==> src/sv/ovl_pkg.sv <==
// types and codes shared by the ordered value list
// no dependencies; compile first
package ovl_pkg;

    localparam int VALUE_W = 32;
    localparam int COUNT_W = 5;

    localparam logic [1:0] OP_INSERT = 2'd0;
    localparam logic [1:0] OP_REMOVE = 2'd1;
    localparam logic [1:0] OP_SEARCH = 2'd2;
    localparam logic [1:0] OP_IDLE   = 2'd3;

    typedef struct packed {
        logic [1:0]                operation;
        logic signed [VALUE_W-1:0] value;
    } req_t;

    typedef struct packed {
        logic               found;
        logic               full_error;
        logic [COUNT_W-1:0] count;
    } rsp_t;

    // broadcast to every cell while a request walks the chain
    typedef struct packed {
        logic [1:0]                op;
        logic signed [VALUE_W-1:0] value;
    } ctrl_t;

    // handed from one cell to the next each cycle
    typedef struct packed {
        logic                      active;
        logic                      matched;
        logic signed [VALUE_W-1:0] carry;
    } link_t;

endpackage

==> src/sv/ovl_cell.sv <==
// one list position: holds an entry and acts when the token passes
// depends on ovl_pkg
module ovl_cell #(
    parameter int CW  = 5,
    parameter int IDX = 0
) (
    input  logic                              clk,
    input  logic                              rst_n,
    input  ovl_pkg::ctrl_t                    ctrl,
    input  logic [CW-1:0]                     count,
    input  ovl_pkg::link_t                    link_in,
    input  logic signed [ovl_pkg::VALUE_W-1:0] next_value,
    output ovl_pkg::link_t                    link_out,
    output logic signed [ovl_pkg::VALUE_W-1:0] value
);
    import ovl_pkg::*;

    localparam logic [CW-1:0] POS = CW'(IDX);

    logic signed [VALUE_W-1:0] value_reg, value_next;
    logic signed [VALUE_W-1:0] carry_reg, carry_next;
    logic                      active_reg, active_next;
    logic                      matched_reg, matched_next;
    logic                      occupied;
    logic                      in_reach;
    logic                      hit;

    assign occupied = POS < count;
    assign in_reach = POS <= count;
    assign hit      = occupied && !link_in.matched && (value_reg == ctrl.value);

    always_comb
    begin
        value_next   = value_reg;
        carry_next   = link_in.carry;
        active_next  = link_in.active;
        matched_next = link_in.matched;
        if (link_in.active)
        begin
            unique case (ctrl.op)
                OP_INSERT:
                begin
                    // take the value from the front side, pass ours on
                    if (in_reach)
                    begin
                        value_next = link_in.carry;
                        carry_next = value_reg;
                    end
                end
                OP_REMOVE:
                begin
                    matched_next = link_in.matched || hit;
                    // close the gap once the match is at or ahead of us
                    if (occupied && (link_in.matched || hit))
                        value_next = next_value;
                end
                OP_SEARCH:
                    matched_next = link_in.matched || hit;
                OP_IDLE:
                    matched_next = link_in.matched;
            endcase
        end
    end

    always_ff @(posedge clk or negedge rst_n)
    begin
        if (!rst_n)
        begin
            active_reg  <= 1'b0;
            matched_reg <= 1'b0;
        end
        else
        begin
            active_reg  <= active_next;
            matched_reg <= matched_next;
        end
    end

    always_ff @(posedge clk)
    begin
        value_reg <= value_next;
        carry_reg <= carry_next;
    end

    assign link_out.active  = active_reg;
    assign link_out.matched = matched_reg;
    assign link_out.carry   = carry_reg;
    assign value            = value_reg;

endmodule

==> src/sv/ordered_value_list_unit.sv <==
// channel | direction | payload | handshake
// req     | in        | req_t   | req_valid / req_ready
// rsp     | out       | rsp_t   | rsp_valid / rsp_ready
//
// one request at a time: the response is built once the token has walked the row of cells
// one position per cycle, then passed from the hold state into the rsp slot
// reset clears the entry count, the state and the start and valid flags; entries need no clearing
// a response held by rsp_ready low keeps the next request waiting for rsp slot
// depends on ovl_pkg and ovl_cell
module ordered_value_list_unit #(
    parameter int DEPTH = 16
) (
    input  logic          clk,
    input  logic          rst_n,
    input  logic          req_valid,
    output logic          req_ready,
    input  ovl_pkg::req_t req,
    output logic          rsp_valid,
    input  logic          rsp_ready,
    output ovl_pkg::rsp_t rsp
);
    import ovl_pkg::*;

    localparam int CW = $clog2(DEPTH + 1);

    localparam logic [1:0] S_IDLE  = 2'd0;
    localparam logic [1:0] S_SWEEP = 2'd1;
    localparam logic [1:0] S_HOLD  = 2'd2;

    logic [1:0]    state_reg, state_next;
    ctrl_t         ctrl_reg, ctrl_next;
    logic [CW-1:0] count_reg, count_next;
    logic          start_reg, start_next;
    logic          full_reg, full_next;
    rsp_t          pend_reg, pend_next;
    logic          rsp_valid_reg, rsp_valid_next;
    rsp_t          rsp_reg, rsp_next;

    logic [CW-1:0]   new_count;
    logic [CW+4:0]   count_ext;
    logic            accept;
    logic            tail_found;

    link_t                     links [DEPTH+1];
    logic signed [VALUE_W-1:0] vals  [DEPTH+1];

    assign links[0].active  = start_reg;
    assign links[0].matched = 1'b0;
    assign links[0].carry   = ctrl_reg.value;
    assign vals[DEPTH]      = '0;

    for (genvar i = 0; i < DEPTH; i++)
    begin : g_cell
        ovl_cell #(
            .CW (CW),
            .IDX(i)
        ) u_cell (
            .clk       (clk),
            .rst_n     (rst_n),
            .ctrl      (ctrl_reg),
            .count     (count_reg),
            .link_in   (links[i]),
            .next_value(vals[i+1]),
            .link_out  (links[i+1]),
            .value     (vals[i])
        );
    end

    assign accept     = req_valid && req_ready;
    assign tail_found = links[DEPTH].matched;

    always_comb
    begin
        new_count = count_reg;
        if (ctrl_reg.op == OP_INSERT)
            new_count = count_reg + CW'(1);
        else if (ctrl_reg.op == OP_REMOVE && tail_found)
            new_count = count_reg - CW'(1);
    end

    assign count_ext = {5'b0, new_count};

    always_comb
    begin
        state_next     = state_reg;
        ctrl_next      = ctrl_reg;
        count_next     = count_reg;
        start_next     = 1'b0;
        full_next      = full_reg;
        pend_next      = pend_reg;
        rsp_valid_next = rsp_valid_reg;
        rsp_next       = rsp_reg;

        if (rsp_valid_reg && rsp_ready)
            rsp_valid_next = 1'b0;

        unique case (state_reg)
            S_IDLE:
            begin
                if (accept)
                begin
                    ctrl_next.value = req.value;
                    ctrl_next.op    = req.operation;
                    full_next       = 1'b0;
                    if (req.operation == OP_INSERT && count_reg == CW'(DEPTH))
                    begin
                        // dropped insert still walks the chain as a no-op
                        ctrl_next.op = OP_IDLE;
                        full_next    = 1'b1;
                    end
                    start_next = 1'b1;
                    state_next = S_SWEEP;
                end
            end
            S_SWEEP:
            begin
                if (links[DEPTH].active)
                begin
                    count_next           = new_count;
                    pend_next.found      = tail_found;
                    pend_next.full_error = full_reg;
                    pend_next.count      = count_ext[COUNT_W-1:0];
                    state_next           = S_HOLD;
                end
            end
            S_HOLD:
            begin
                if (!rsp_valid_reg || rsp_ready)
                begin
                    rsp_next       = pend_reg;
                    rsp_valid_next = 1'b1;
                    state_next     = S_IDLE;
                end
            end
            default:
                state_next = S_IDLE;
        endcase
    end

    always_ff @(posedge clk or negedge rst_n)
    begin
        if (!rst_n)
        begin
            state_reg     <= S_IDLE;
            count_reg     <= '0;
            start_reg     <= 1'b0;
            rsp_valid_reg <= 1'b0;
        end
        else
        begin
            state_reg     <= state_next;
            count_reg     <= count_next;
            start_reg     <= start_next;
            rsp_valid_reg <= rsp_valid_next;
        end
    end

    always_ff @(posedge clk)
    begin
        ctrl_reg <= ctrl_next;
        full_reg <= full_next;
        pend_reg <= pend_next;
        rsp_reg  <= rsp_next;
    end

    assign req_ready = (state_reg == S_IDLE);
    assign rsp_valid = rsp_valid_reg;
    assign rsp       = rsp_reg;

endmodule

==> config.mk <==
export PLATFORM = sky130hd
export DESIGN_NAME = ordered_value_list_unit
export DESIGN_NICKNAME = d
export VERILOG_FILES = /design/src/sv/ovl_pkg.sv /design/src/sv/ovl_cell.sv /design/src/sv/ordered_value_list_unit.sv
export SDC_FILE = /design/constraint.sdc
export NUM_CORES = 2
export LEC_CHECK = 0
export ABC_AREA = 1
export BUFFER_PORTS_ARGS = -buffer_cell sky130_fd_sc_hd__buf_2
export CAP_MARGIN = 30
export CORE_ASPECT_RATIO = 0.8
export CORE_MARGIN = 2
export CORE_UTILIZATION = 57
export DETAILED_ROUTE_END_ITERATION = 10
export MAX_ROUTING_LAYER = met4
export PLACE_DENSITY = 0.86
export SLEW_MARGIN = 20
export SYNTH_ARGS = -nofsm -noshare
export SYNTH_HDL_FRONTEND = slang
export SYNTH_SLANG_ARGS = --single-unit
==> constraint.sdc <==
create_clock -name clk -period 3.6 [get_ports clk]
set_input_delay 0.54 -clock clk [delete_from_list [all_inputs] [get_ports clk]]
set_output_delay 0.54 -clock clk [all_outputs]
set_load 0.05 [all_outputs]
==> run_results.csv <==
group,metric,value,unit
sta,slew_violations,0,
finish,fin_util,63.9,%
global_route,gr-total-overflow,0,
worst_setup_path,required,3.99,ns
worst_setup_path,cp_slowest_cell,"a21oi_4",
sta,clock.fmax,0.309,GHz
sta,finalSetupViolCount,0,
sta,max_slew_margin,36.6,%
placement,place_inst,7280,
routing,drt-pass1-iter-count,7,
global_route,antenna_found_initial,3,
synth,syn_area,49500,um2
worst_setup_path,startpoint_type,"flip-flop",
finish,fillers,6959,
cts,cts_sinks,1082,
worst_setup_path,r2r_start,"ctrl_reg[25]",
worst_setup_path,cp_slowest_stage_delay,0.76,ns
cts,cts-buffers-inserted,103,
global_route,grt_use_met1,49.4,%
finish,drive_gt1_share,7.32,%
routing,drt_iter0_markers,6647,
cts,clk_path_buf_depth,3,
sta,worstMarginPinSlew,0.949,ns
synth,syn_nets,6317,
cts,h-tree-depth,3,
synth,synthCells,6272,
cts,cts_tree,"done",
synth,seq_area_frac_synth,55.5,%
routing,drc,0,
synth,synth-edff-count,561,
routing,vias,42600,
global_route,grt_start_max_net_pins,133,
sta,fin_skew,0.0250,ns
status,status,"finished, final reports clean",
pwr,powerDensity,711,nW/um2
global_route,use_met3,6.60,%
floorplan,core-area,85900,um2
cts,cts_root_buf,"clkbuf_16",
synth,synthArstFlopShare,3.79,%
worst_setup_path,worstSetupEndpointType,"flip-flop",
routing,routed_wl,157,mm
routing,wire_per_inst,21.0,um
hold_path,hp-class,"in -> reg",
routing,drtAntennaViolNets,0,
floorplan,fp.dieH,268,um
worst_setup_path,worst-r2r-setup-slack,0.36,ns
finish,layout_commonest_cell,"nand2_1",
placement,pre_cts_ws,0.456,ns
worst_setup_path,r2r_cells,11,
worst_setup_path,reg2reg_to,"g_cell[13].u_cell.value[1]",
pwr,finalPower,39.0,mW
sta,timing.final.crit_period,3.24,ns
placement,port_buffers,46,
finish,layout_common_cells,"nand2_1 (2,120), nor2_1 (894), inv_1 (573), edfxtp_1 (561), dfxtp_1 (480)",
floorplan,start_util,57.7,%
floorplan,die_w,334,um
placement,dpl.hpwl,116,mm
global_route,gr-usage-all-layers,35.8,%
finish,stdcell_count,7480,
flow_run,cap_violations,0,
worst_setup_path,path_buf_inv,2,
worst_setup_path,path_max_fanout,23,
global_route,top_usage_layer,"met2",
cts,insertion_delay,0.69,ns
synth,yosysWarnings,0,
worst_setup_path,arrival,3.63,ns
routing,via_per_inst,5.70,
sta,timing.final.crit_share,90.0,%
finish,nets,6306,
floorplan,pin_count,47,
global_route,use_met2,50.9,%
synth,ys_seq_elements,1082,
synth,synth_ff_type,"edfxtp_1",
worst_setup_path,cpMostUsedCell,"nand2_1",
floorplan,dieArea,89300,um2
finish,largest_reg_flops,512,
sta,worst_slack,0.359,ns
global_route,grt_pass1_vias,38600,
finish,area.growth.synth_to_final,10.8,%
worst_setup_path,path_cells,"buf_4, nand2_1, nand2_1, nor2_1, nand2_1, nor2_1, nand2_1, nor2_1, o21bai_1, a21oi_4, buf_4",
worst_setup_path,path_class,"reg -> reg",
worst_setup_path,crit_start,"ctrl_reg[25]",
synth,syn_avg_cell_area,7.90,um2
pwr,ir_worst_vdd,646,uV
worst_setup_path,worstSetupPathDepth,11,
pwr,p_leak,25.6,nW
worst_setup_path,endpoint,"g_cell[13].u_cell.value[1]",
worst_setup_path,crit_family,"simple AND/OR/NAND/NOR gates",
global_route,grt_pass1_wl,233,mm
cts,cts_resized,0,
sta,rsz0062_at_grt,"false",
floorplan,fp-row-count,96,
placement,place.gp.congestion,1.07,
synth,yosys.cell_types.count,45,
cts,clkTransAtPathRegs,0.06,ns
sta,hold_viol,0,
-- stage by stage --
step / cell area [um2] / setup TNS, ns / hold slack [ns]
floorplan: 49500 / -37.58 / 0.244
global placement: 51400 / 0 / 0.406
detailed placement: 51400 / 0 / 0.405
CTS: 54900 / 0 / 0.00347
global route: 54900 / 0 / 0.0195
finish: 54900 / 0 / 0.0215
-- synthesized netlist by cell type, types with 9 or more instances --
library cell  count  area, um2
nand2_1        2120       7960
nor2_1          895       3360
inv_1           573       2150
edfxtp_1        561      16800
a21oi_1         485       2430
dfxtp_1         480       9610
o21ai_1         290       1450
clkbuf_1        174        653
o21ai_0         173        866
buf_2            68        340
nand4_1          57        357
buf_1            47        176
xor2_1           45        394
dfrtp_1          41       1030
inv_2            31        116
o21ai_2          31        272
nand3_1          30        150
nor3_1           28        140
o21bai_1         20        150
xnor2_1          17        149
mux2_2           12        135
nor4_1           11       68.8
buf_6            10        113
o211ai_1         10       75.1
nand3b_1          9       67.6
-- cells by family (layout without fill, tap and decap cells) --
logic type / count (synthesis) / after routing / share of synthesized area, %
muxes: 12 / 12 / 0.273
DFF: 1082 / 1082 / 55.5
adders and majority gates: 7 / 7 / 0.177
other: 0 / 3 / 0
AOI/OAI and AO/OA: 1023 / 1023 / 10.9
xor gates and xnor gates: 62 / 62 / 1.10
buffers and inverters: 911 / 989 / 7.27
and+or+nand+nor: 3175 / 3175 / 24.8
-- worst reg2reg max path: stages (launching register included) --
cell	delay, ns
edfxtp_1	0.40
buf_4	0.26
nand2_1	0.34
nand2_1	0.09
nor2_1	0.18
nand2_1	0.09
nor2_1	0.10
nand2_1	0.13
nor2_1	0.14
o21bai_1	0.10
a21oi_4	0.76
buf_4	0.35
-- power by group --
part,switching [mW],internal (mW)
Clock,4.90,6.50
Combinational,6.77,3.01
Sequential,1.49,16.4
Total,13.2,25.9
-- routing by layer --
layer	wire (um)	vias up
met5	0	-
met4	8310	0
met3	20900	407
met2	66100	2845
met1	61700	19300
li1	-	20000
-- cell type report --
class                   count  area [um2]  share of cell area, %
repair buffers            189        1580                   2.89
well taps                1127        1410                   2.57
inverters                 606        2270                   4.14
clock buffers             139        2860                   5.20
diodes                      3        7.51                 0.0137
clock inverters            55         619                   1.13
flip-flops and latches   1082       27500                   50.1
multi-input cells        4279       18700                   34.0
-- worst min path at each step --
stage / start / endpoint / slack, ns / cells past startpoint
finish: req[18] / ctrl_reg[18] / 0.02 / 1
global route: req[5] / ctrl_reg[5] / 0.02 / 1
CTS: req[18] / ctrl_reg[18] / 0.003 / 1
detailed placement: pend_reg[5] / rsp[5] / 0.41 / 0
global placement: pend_reg[6] / rsp[6] / 0.41 / 0
floorplan: rst_n / count_reg[0] / 0.24 / 0
-- repair_timing --
action / 4_1_cts / 5_1_grt
hold buffers: 2 / 0
endpoints found under the hold margin: 24 / 0
setup buffers: 0 / 0
(Power assumes the default switching activity.)
